### src/hw/rtl/sat_pkg.sv
// Section address translator: shared constants, codes and types.
// Used by the channel interfaces and every module of the block.
package sat_pkg;

    localparam int ACT_W      = 3;
    localparam int EIDX_W     = 6;
    localparam int ADDR_W     = 32;
    localparam int RES_W      = 64;
    localparam int STAT_W     = 2;
    localparam int CNT_CFG_W  = 7;
    localparam int CFG_DATA_W = 64;
    localparam int CFG_ADDR_W = 5;

    localparam int DEF_MAX_SECTIONS = 64;

    // action codes
    localparam logic [ACT_W-1:0] ACT_LOAD    = 3'd0;
    localparam logic [ACT_W-1:0] ACT_RVA2OFF = 3'd1;
    localparam logic [ACT_W-1:0] ACT_OFF2RVA = 3'd2;
    localparam logic [ACT_W-1:0] ACT_FIND    = 3'd3;
    localparam logic [ACT_W-1:0] ACT_RVA2VA  = 3'd4;

    // status codes
    localparam logic [STAT_W-1:0] ST_HIT    = 2'd0;
    localparam logic [STAT_W-1:0] ST_HEADER = 2'd1;
    localparam logic [STAT_W-1:0] ST_NOMAP  = 2'd2;
    localparam logic [STAT_W-1:0] ST_VIRT   = 2'd3;

    // register index, taken from paddr[4:3]
    localparam logic [1:0] REG_BASE_VA       = 2'd0;
    localparam logic [1:0] REG_HEADER_SIZE   = 2'd1;
    localparam logic [1:0] REG_SECTION_COUNT = 2'd2;

    typedef struct packed {
        logic [ADDR_W-1:0] va;
        logic [ADDR_W-1:0] vsize;
        logic [ADDR_W-1:0] rsize;
        logic [ADDR_W-1:0] rptr;
    } sect_t;

    typedef struct packed {
        logic [RES_W-1:0]     base_va;
        logic [ADDR_W-1:0]    header_size;
        logic [CNT_CFG_W-1:0] section_count;
    } cfg_t;

    typedef struct packed {
        logic [STAT_W-1:0] status;
        logic [RES_W-1:0]  addr;
        logic [EIDX_W-1:0] hit;
    } res_t;

endpackage

### src/hw/rtl/sat_cfg.sv
// Section address translator: APB configuration registers.
// Depends on sat_pkg.
module sat_cfg (
    input  logic                           clk,
    input  logic                           rst_n,
    input  logic                           psel,
    input  logic                           penable,
    input  logic                           pwrite,
    input  logic [sat_pkg::CFG_ADDR_W-1:0] paddr,
    input  logic [sat_pkg::CFG_DATA_W-1:0] pwdata,
    output logic [sat_pkg::CFG_DATA_W-1:0] prdata,
    output logic                           pready,
    output sat_pkg::cfg_t                  cfg
);
    import sat_pkg::*;

    logic [RES_W-1:0]     base_va_reg;
    logic [ADDR_W-1:0]    header_size_reg;
    logic [CNT_CFG_W-1:0] section_count_reg;
    logic                 wr_en;
    logic [1:0]           reg_sel;

    assign pready  = 1'b1;
    assign reg_sel = paddr[4:3];
    assign wr_en   = psel && penable && pwrite;

    always_ff @(posedge clk or negedge rst_n)
    begin
        if (!rst_n)
        begin
            base_va_reg       <= '0;
            header_size_reg   <= '0;
            section_count_reg <= '0;
        end
        else if (wr_en)
        begin
            case (reg_sel)
                REG_BASE_VA:       base_va_reg       <= pwdata;
                REG_HEADER_SIZE:   header_size_reg   <= pwdata[ADDR_W-1:0];
                REG_SECTION_COUNT: section_count_reg <= pwdata[CNT_CFG_W-1:0];
                default:           ;
            endcase
        end
    end

    always_comb
    begin
        case (reg_sel)
            REG_BASE_VA:       prdata = base_va_reg;
            REG_HEADER_SIZE:   prdata = CFG_DATA_W'(header_size_reg);
            REG_SECTION_COUNT: prdata = CFG_DATA_W'(section_count_reg);
            default:           prdata = '0;
        endcase
    end

    assign cfg.base_va       = base_va_reg;
    assign cfg.header_size   = header_size_reg;
    assign cfg.section_count = section_count_reg;

endmodule

### config.mk
export PLATFORM = sky130hd
export DESIGN_NAME = sat_cfg
export DESIGN_NICKNAME = d
export VERILOG_FILES = /design/src/hw/rtl/sat_pkg.sv /design/src/hw/rtl/sat_cfg.sv
export SDC_FILE = /design/constraint.sdc
export NUM_CORES = 1
export LEC_CHECK = 0
export BUFFER_PORTS_ARGS = -buffer_cell sky130_fd_sc_hd__buf_2
export CELL_PAD_IN_SITES_DETAIL_PLACEMENT = 2
export CELL_PAD_IN_SITES_GLOBAL_PLACEMENT = 2
export CORE_UTILIZATION = 31
export CTS_BUF_LIST = sky130_fd_sc_hd__clkbuf_8
export DETAILED_ROUTE_END_ITERATION = 12
export GPL_TIMING_DRIVEN = 0
export PLACE_DENSITY = 0.95
export SKIP_CTS_REPAIR_TIMING = 1
export SLEW_MARGIN = 20
export SYNTH_ARGS = -nofsm -noshare
export SYNTH_HDL_FRONTEND = slang
export SYNTH_SLANG_ARGS = --single-unit
### constraint.sdc
create_clock -name clk -period 3.36 [get_ports clk]
set_input_delay 0.84 -clock clk [delete_from_list [all_inputs] [get_ports clk]]
set_output_delay 0.84 -clock clk [all_outputs]
set_load 0.02 [all_outputs]
==> qor.yml, run 1 <==
worst_setup_path:
  arrival_ps: 2130
  critical_path_peak_fanout: 10
  critPathSlowestCell: "buf_2"
  worst_ep_required_time_ps: 2520
  start_kind: "input pin"
  critPathKind: "in2out"
  cp_common_cell: "buf_2"
  cp_cell_sequence: "buf_2 -> buf_2 -> mux2i_1 -> o21ai_0 -> buf_2"
  slowest_delay_ps: 420
  critPathCaptureType: "output pin"
outcome:
  status: "completed"
routing:
  ant_nets: 0
  wl_per_cell_microns: 20.1
  drtPass1Iterations: 4
  via_count: 3697
  route.detailed.drc: 0
  drt_iter0_drc: 75
  via_per_inst: 4.78
  wirelength_mm: 15.5
cts:
  cts_max_level: 3
  cts_tree: "done"
  clk_latency_ps: 370
  cts_root_buf: "clkbuf_8"
  numCtsBuffers: 9
  clock_path_buffers: 2
  cts_num_sinks: 103
  clk_pin_slew_ps: 100
placement:
  hpwl_mm: 12.2
  post-place-ws_ps: 363
  dp.cells: 757
  place.port_buffers: 235
  gp_congestion: 0.736
timing:
  setup_viol: 0
  relSlewSlack_pct: 51.7
  worst_pin_slew_ps: 721
  tns_ps: 0
  fmax_mhz: 337
  fin_crit_ps: 2970
  fin_crit_sh_pct: 88.3
  grt_setup_unrepaired: "no"
  fin_skew_ps: 0
  setup_slack_ps: 393
  slew_violations: 0
  final-hold-violation-count: 0
logic_synthesis:
  ys_ff_latch: 103
  ys_seq_area_share_pct: 55.8
  syn_inst: 337
  yosysTopAreaCell: "dfrtp_1"
  yosys-top-cells-area: "dfrtp_1, mux2_2, mux2i_1, and2_1, nor2_1"
  yosysTopAreaCellShare_pct: 55.8
  synth_nets: 411
  syn_area_per_cell_sq_um: 13.7
  syn_area_sq_um: 4620
  yosysUniqueCellTypes: 17
  yosysWarnings: 0
worst_hold_path:
  hold_class: "in2async"
global_routing:
  grt_pass1_vias: 4058
  grt_max_degree: 55
  grt-ovfl-total: 0
  grt_pass1_wl_mm: 23.1
  antenna_found_initial: 0
  grt_usage_pct: 20.4
floorplanning:
  chipWidth_microns: 124
  rows: 44
  core-area_sq_um: 14500
  io_pins: 242
  die_area_sq_um: 15400
  die_h_microns: 124
  start_util_pct: 31.8
power_and_ir_drop:
  powerDensity_nw_per_um2: 642
  p_leak_nw: 3.27
  power.total_w: 0.00401
  vdd_drop_max_uv: 306
layout:
  layout-drive-gt1-share_pct: 62.3
  fin_util_pct: 43.1
  antennaDiodeCount: 0
  fin_nets: 658
  fillers: 1559
  areaGrowthSynthToFinish_pct: 35.5
  final_cell_mix: "buf_2, dfrtp_1, mux2_2"
  layout_commonest_cell: "buf_2"
  largest_register_ffs: 64
  final_cells: 773
run:
  cap_violations: 0
stage by stage:
stage	instance area, sq um	hold WS (ps)
3_3_place_gp	6020	490
6_report	6260	385
2_1_floorplan	4620	544
3_5_place_dp	6060	510
4_1_cts	6260	386
5_1_grt	6260	404
path summary, 6_finish.rpt:
path                                             start                           to  slack, ps  depth (start not counted)
setup / recovery                              paddr[3]                    prdata[3]        390                          5
hold / removal                                   rst_n  base_va_reg[44]$_DFFE_PN0P_        380                          1
setup reg to reg            base_va_reg[2]$_DFFE_PN0P_   base_va_reg[2]$_DFFE_PN0P_       2470                          1
hold reg to reg            base_va_reg[45]$_DFFE_PN0P_  base_va_reg[45]$_DFFE_PN0P_        530                          1
max in group asynchronous                        rst_n  base_va_reg[10]$_DFFE_PN0P_       2320                          2
min in group clk           base_va_reg[45]$_DFFE_PN0P_  base_va_reg[45]$_DFFE_PN0P_        530                          1
kinds of logic (layout without fill, tap and decap cells):
family                 count (synthesis)  after routing  share of synthesized area [%]
AOI/OAI and AO/OA                      7              7                          0.759
buffers and inverters                 21            273                           3.14
DFF                                  103            103                           55.8
muxes                                135            135                           32.1
other                                  1              1                         0.0812
and+or+nand+nor                       70             70                           8.15
worst max-delay path: cells and delay by family:
| kind | cells | cell delay [ps] |
|---|---|---|
| multiplexers | 1 | 150 |
| buffers and inverters | 3 | 870 |
| AO/OA/AOI/OAI | 1 | 260 |
where the power goes:
part | switching, W | internal, W
Combinational | 0.000882 | 0.000571
Clock | 0.000435 | 0.000361
Sequential | 0.000237 | 0.00153
Total | 0.00155 | 0.00246
layer usage:
metal | global-route usage (%) | wire length, microns
met3 | 5.86 | 1050
met2 | 39.9 | 8780
met1 | 20.6 | 5480
met4 | 5.80 | 213
met5 | 0 | 0
final cells by class:
class	count	area (sq um)	area share, %
sequential	103	2580	41.2
multi-input combinational	213	1900	30.3
timing repair buffer	236	1210	19.3
tap	184	230	3.68
buffer	21	145	2.32
clock buffer	10	138	2.20
clock inverter	6	61.3	0.980
synthesized netlist by cell type, drive strengths merged:
library cell	count
nor2	26
conb	1
nor2b	1
nor3b	2
nand2	7
dfrtp	103
mux2i	32
nand3	1
nor3	1
and2	32
clkbuf	6
buf	15
mux2	103
o21ai	7
(Power assumes the default switching activity.)
==> run 2, diff against run 1 <==
--- a/config.mk
+++ b/config.mk
@@ -5,14 +5,14 @@
 export SDC_FILE = /design/constraint.sdc
 export NUM_CORES = 1
 export LEC_CHECK = 0
-export BUFFER_PORTS_ARGS = -buffer_cell sky130_fd_sc_hd__buf_2
 export CELL_PAD_IN_SITES_DETAIL_PLACEMENT = 2
 export CELL_PAD_IN_SITES_GLOBAL_PLACEMENT = 2
-export CORE_UTILIZATION = 31
+export CORE_UTILIZATION = 40
 export CTS_BUF_LIST = sky130_fd_sc_hd__clkbuf_8
 export DETAILED_ROUTE_END_ITERATION = 12
+export DONT_BUFFER_PORTS = 1
 export GPL_TIMING_DRIVEN = 0
-export PLACE_DENSITY = 0.95
+export PLACE_DENSITY = 0.93
 export SKIP_CTS_REPAIR_TIMING = 1
 export SLEW_MARGIN = 20
 export SYNTH_ARGS = -nofsm -noshare
==> run 2 against run 1 <==
Combinational power is 59% lower. Wire length is 17% lower. Core utilization is 2.0 points higher. Via count is 25% lower. Worst setup slack worse by 140 ps. Sequential power is 24% higher. Non-clock buffer count is 236 lower. Total power is 13% lower. Clock skew stayed put. Die area is 22% lower. Maximum frequency is 4.6% lower. Critical path type unchanged.
==> qor.yml, run 2 (synthesis gave the netlist of run 1 again) <==
floorplanning:
  die_h_microns: 109  # was 124 microns
  rows: 38  # was 44
  chipWidth_microns: 109  # was 124 microns
  core-area_sq_um: 11000  # was 14,500 sq um
  start_util_pct: 41.9  # was 31.8%
  io_pins: 242  # unchanged
  die_area_sq_um: 12000  # was 15,400 sq um
placement:
  gp_congestion: 0.737  # was 0.736
  hpwl_mm: 9.72  # was 12.2 mm
  place.port_buffers: 0  # was 235
timing:
  fin_skew_ps: 0  # unchanged
  setup_viol: 0  # unchanged
  fmax_mhz: 322  # was 337 MHz
  slew_violations: 0  # unchanged
  worst_pin_slew_ps: 806  # was 721 ps
  relSlewSlack_pct: 45.7  # was 51.7%
  fin_crit_ps: 3110  # was 2970 ps
  tns_ps: 0  # unchanged
  grt_setup_unrepaired: "no"  # unchanged
  final-hold-violation-count: 0  # unchanged
  fin_crit_sh_pct: 92.5  # was 88.3%
outcome:
  status: "completed"  # unchanged
layout:
  final_cell_mix: "dfrtp_1, mux2_2, and2_1, mux2i_1, nor2_1"  # was buf_2, dfrtp_1, mux2_2
  fin_nets: 422  # was 658
  seqCellArea_sq_um: 2580  # unchanged
  antennaDiodeCount: 0  # unchanged
  fillers: 1090  # was 1,559
  areaGrowthSynthToFinish_pct: 7.61  # was 35.5%
  layout_commonest_cell: "dfrtp_1"  # was buf_2
  multi_input_area_sq_um: 1900  # unchanged
  layout-drive-gt1-share_pct: 36.4  # was 62.3%
  largest_register_ffs: 64  # unchanged
routing:
  via_per_inst: 5.64  # was 4.78
  ant_nets: 0  # unchanged
  drtPass1Iterations: 2  # was 4
  route.detailed.drc: 0  # unchanged
  drt_iter0_drc: 81  # was 75
  via_count: 2776  # was 3,697
  wirelength_mm: 12.9  # was 15.5 mm
  wl_per_cell_microns: 26.3  # was 20.1 microns
run:
  cap_violations: 0  # unchanged
cts:
  numCtsBuffers: 9  # unchanged
  cts_root_buf: "clkbuf_8"  # unchanged
  cts_tree: "done"  # unchanged
  clk_latency_ps: 360  # was 370 ps
  cts_max_level: 3  # unchanged
  clock_path_buffers: 2  # unchanged
  clk_pin_slew_ps: 90  # was 100 ps
  cts_num_sinks: 103  # unchanged
worst_setup_path:
  cp_cell_sequence: "buf_2 -> buf_2 -> mux2i_1 -> o21ai_0"  # was buf_2 -> buf_2 -> mux2i_1 -> o21ai_0 -> buf_2
  critPathCaptureType: "output pin"  # unchanged
  critPathKind: "in2out"  # unchanged
  worst_ep_required_time_ps: 2520  # about the same
  crit_start: "paddr[3]"  # unchanged
  critPathSlowestCell: "o21ai_0"  # was buf_2
  cp_common_cell: "buf_2"  # unchanged
  slowest_delay_ps: 610  # was 420 ps
  arrival_ps: 2270  # was 2130 ps
  timing.rr.start: "base_va_reg[30]$_DFFE_PN0P_"  # was base_va_reg[2]$_DFFE_PN0P_
  start_kind: "input pin"  # unchanged
  critical_path_peak_fanout: 10  # unchanged
global_routing:
  grt_pass1_vias: 3170  # was 4,058
  grt_pass1_wl_mm: 18.8  # was 23.1 mm
  grt-ovfl-total: 0  # unchanged
  grt_max_degree: 104  # was 55
  grt_usage_pct: 21.9  # was 20.4%
  antenna_found_initial: 0  # unchanged
power_and_ir_drop:
  vdd_drop_max_uv: 322  # was 306 uV
  p_leak_nw: 2.22  # was 3.27 nW
  power.total_w: 0.00350  # was 0.00401 W
  powerDensity_nw_per_um2: 705  # was 642 nW/um^2
worst_hold_path:
  hold_class: "in2async"  # unchanged
## run 2: changes by cell type in the layout (fill, tap and decap cells not counted), sizes merged
cell | before | now
buf | 251 | 15
bufinv | 1 | 0
clkbuf | 16 | 18
clkinv | 1 | 0
clkinvlp | 3 | 0
inv | 1 | 3
## run 2: final timing paths
kind | to | slack, ps | depth (start not counted)
min reg2reg | base_va_reg[3]$_DFFE_PN0P_ | 680 | 1
max in group asynchronous | base_va_reg[40]$_DFFE_PN0P_ | 3060 | 0
max reg2reg | base_va_reg[30]$_DFFE_PN0P_ | 2420 | 1
max | prdata[5] | 250 | 4
min in group clk | base_va_reg[0]$_DFFE_PN0P_ | 600 | 1
min | section_count_reg[2]$_DFFE_PN0P_ | 160 | 0
## run 2: area by class of cell
class                           count  area share, %
Buffer                             21           2.92
Clock buffer                       12           3.32
Clock inverter                      3          0.227
Multi-Input combinational cell    213           38.1
Sequential cell                   103           51.9
Tap cell                          140           3.52
## run 2: routing by layer
metal | track usage, % | wire, microns | vias to the layer above
li1 | - | - | 1172
met1 | 22.8 | 4540 | 1411
met2 | 40.5 | 6790 | 181
met3 | 7.82 | 1430 | 12
met4 | 7.62 | 170 | 0
met5 | 0 | 0 | -
## run 2: through the flow
| stage | utilization (%) | hold slack (ps) | setup slack (ps) | cell area [sq um] | cells |
|---|---|---|---|---|---|
| floorplan | - | 544 | 608 | 4620 | 337 |
| global placement | 43.5 | 547 | 281 | 4790 | 477 |
| detailed placement | 43.5 | 546 | 193 | 4790 | 477 |
| CTS | 45.1 | 130 | 194 | 4970 | 492 |
| global route | 45.1 | 119 | 184 | 4970 | 492 |
| finish | 45.1 | 163 | 251 | 4970 | 492 |
## run 2: power breakdown
part           leakage, nW  internal [W]  switching, W
Clock                0.102      0.000320      0.000401
Sequential            1.26       0.00152      0.000672
Combinational        0.859      0.000284      0.000305
Total                 2.22       0.00213       0.00138
## run 2: worst max-delay path, delay by kind of cell
kind	cells	cell delay (ps)
compound gates	1	610
buf+inv	2	660
mux	1	150
==> run 3, diff against run 2 <==
--- a/config.mk
+++ b/config.mk
@@ -7,12 +7,13 @@
 export LEC_CHECK = 0
 export CELL_PAD_IN_SITES_DETAIL_PLACEMENT = 2
 export CELL_PAD_IN_SITES_GLOBAL_PLACEMENT = 2
+export CORE_MARGIN = 3
 export CORE_UTILIZATION = 40
 export CTS_BUF_LIST = sky130_fd_sc_hd__clkbuf_8
 export DETAILED_ROUTE_END_ITERATION = 12
 export DONT_BUFFER_PORTS = 1
 export GPL_TIMING_DRIVEN = 0
-export PLACE_DENSITY = 0.93
+export PLACE_DENSITY = 0.78
 export SKIP_CTS_REPAIR_TIMING = 1
 export SLEW_MARGIN = 20
 export SYNTH_ARGS = -nofsm -noshare
==> run 3 against run 2 <==
Die area grew 7.4%. Global-route usage down 1.4 points. Total power fell by 0.59%. Register-to-register slack hardly changed. First-iteration DRC count fell by 15%. Combinational power barely moved. Critical path depth unchanged. Critical path type unchanged. Flip-flop and latch count did not move. Sequential power about the same.
==> qor.yml, run 3 (synthesis gave the netlist of run 1 again) <==
global_routing:
  grt_pass1_vias: 3339  # was 3,170
  antenna_found_initial: 0  # unchanged
  grt_usage_pct: 20.5  # was 21.9%
  grt-ovfl-total: 0  # unchanged
  grt_max_degree: 104  # unchanged
  grt_pass1_wl_mm: 19.9  # was 18.8 mm
layout:
  fin_nets: 422  # unchanged
  layout-drive-gt1-share_pct: 36.5  # was 36.4%
  layout_commonest_cell: "dfrtp_1"  # unchanged
  areaGrowthSynthToFinish_pct: 7.34  # was 7.61%
  largest_register_ffs: 64  # unchanged
  final_cells: 491  # was 492
  fillers: 1105  # was 1,090
  multi_input_area_sq_um: 1900  # unchanged
  seqCellArea_sq_um: 2580  # unchanged
  antennaDiodeCount: 0  # unchanged
  final_cell_mix: "dfrtp_1, mux2_2, and2_1, mux2i_1, nor2_1"  # unchanged
worst_setup_path:
  r2r_slack_ps: 2420  # about the same
  r2r-end: "base_va_reg[0]$_DFFE_PN0P_"  # was base_va_reg[30]$_DFFE_PN0P_
  crit_start: "paddr[3]"  # unchanged
  worst_ep_required_time_ps: 2520  # about the same
  r2r_cells: 1  # unchanged
  timing.rr.start: "base_va_reg[0]$_DFFE_PN0P_"  # was base_va_reg[30]$_DFFE_PN0P_
  critPathKind: "in2out"  # unchanged
  critical_path_peak_fanout: 10  # unchanged
  arrival_ps: 2190  # was 2270 ps
  cp-endpoint: "prdata[3]"  # was prdata[5]
  start_kind: "input pin"  # unchanged
  critPathCaptureType: "output pin"  # unchanged
floorplanning:
  chipWidth_microns: 113  # was 109 microns
  io_pins: 242  # unchanged
  core-area_sq_um: 11100  # was 11,000 sq um
  start_util_pct: 41.7  # was 41.9%
  die_h_microns: 113  # was 109 microns
  die_area_sq_um: 12900  # was 12,000 sq um
  rows: 38  # unchanged
timing:
  relSlewSlack_pct: 47.6  # was 45.7%
  fmax_mhz: 331  # was 322 MHz
  grt_setup_unrepaired: "no"  # unchanged
  slew_violations: 0  # unchanged
  final-hold-violation-count: 0  # unchanged
  tns_ps: 0  # unchanged
  worst_pin_slew_ps: 778  # was 806 ps
  fin_crit_ps: 3030  # was 3110 ps
  setup_viol: 0  # unchanged
  fin_skew_ps: 0  # unchanged
  fin_crit_sh_pct: 90.0  # was 92.5%
cts:
  cts_root_buf: "clkbuf_8"  # unchanged
  cts_tree: "done"  # unchanged
  numCtsBuffers: 9  # unchanged
  clk_pin_slew_ps: 90  # about the same
  cts_num_sinks: 103  # unchanged
  clock_path_buffers: 2  # unchanged
  cts_max_level: 3  # unchanged
  clk_latency_ps: 360  # about the same
routing:
  wirelength_mm: 13.1  # was 12.9 mm
  ant_nets: 0  # unchanged
  drtPass1Iterations: 4  # was 2
  via_count: 2786  # was 2,776
  via_per_inst: 5.67  # was 5.64
  drt_iter0_drc: 69  # was 81
  route.detailed.drc: 0  # unchanged
  wl_per_cell_microns: 26.7  # was 26.3 microns
power_and_ir_drop:
  power.total_w: 0.00348  # was 0.00350 W
  p_leak_nw: 2.22  # about the same
  vdd_drop_max_uv: 344  # was 322 uV
  powerDensity_nw_per_um2: 703  # was 705 nW/um^2
run:
  cap_violations: 0  # unchanged
worst_hold_path:
  hold_class: "in2async"  # unchanged
outcome:
  status: "completed"  # unchanged
placement:
  hpwl_mm: 9.75  # was 9.72 mm
  place.port_buffers: 0  # unchanged
  gp_congestion: 0.768  # was 0.737
  dp.cells: 477  # unchanged
[run 3: worst min-delay path by stage]
stage | startpoint | end | slack (ps) | cells past startpoint
after global routing | rst_n | base_va_reg[8]$_DFFE_PN0P_ | 120 | 0
after global placement | rst_n | base_va_reg[8]$_DFFE_PN0P_ | 550 | 0
after CTS | rst_n | base_va_reg[7]$_DFFE_PN0P_ | 130 | 0
after detailed placement | rst_n | base_va_reg[8]$_DFFE_PN0P_ | 550 | 0
final | rst_n | base_va_reg[8]$_DFFE_PN0P_ | 150 | 0
after floorplan | rst_n | base_va_reg[0]$_DFFE_PN0P_ | 540 | 0
[run 3: critical path, cell delays in order]
cell and delay [ps]:
buf_2 220, buf_2 420, mux2i_1 140, o21ai_0 570
[run 3: per-stage QoR]
step	worst slack, ps	util, %	hold WS, ps	instance area, sq um
3_5_place_dp	312	43.3	547	4790
6_report	334	44.7	152	4960
5_1_grt	210	44.7	117	4960
4_1_cts	309	44.7	127	4960
3_3_place_gp	361	43.3	548	4790
2_1_floorplan	608	-	544	4620
[run 3: layout make-up]
type	count	area share, %
Buffer	21	2.93
Clock inverter	3	0.252
Clock buffer	11	3.05
Tap cell	140	3.53
Sequential cell	103	52.0
Multi-Input combinational cell	213	38.2
[run 3: where the power goes]
group | total, W | switching (W) | internal, W
logic | 0.000587 | 0.000303 | 0.000284
clock network | 0.000701 | 0.000405 | 0.000296
registers | 0.00219 | 0.000672 | 0.00152
[run 3: routing by layer]
layer	GRT usage (%)	vias up	part of all wire, %
li1	-	1169	-
met1	22.9	1434	37
met3	7.64	16	9.8
met2	35.8	167	51
met4	7.61	0	1.7
met5	0	-	0
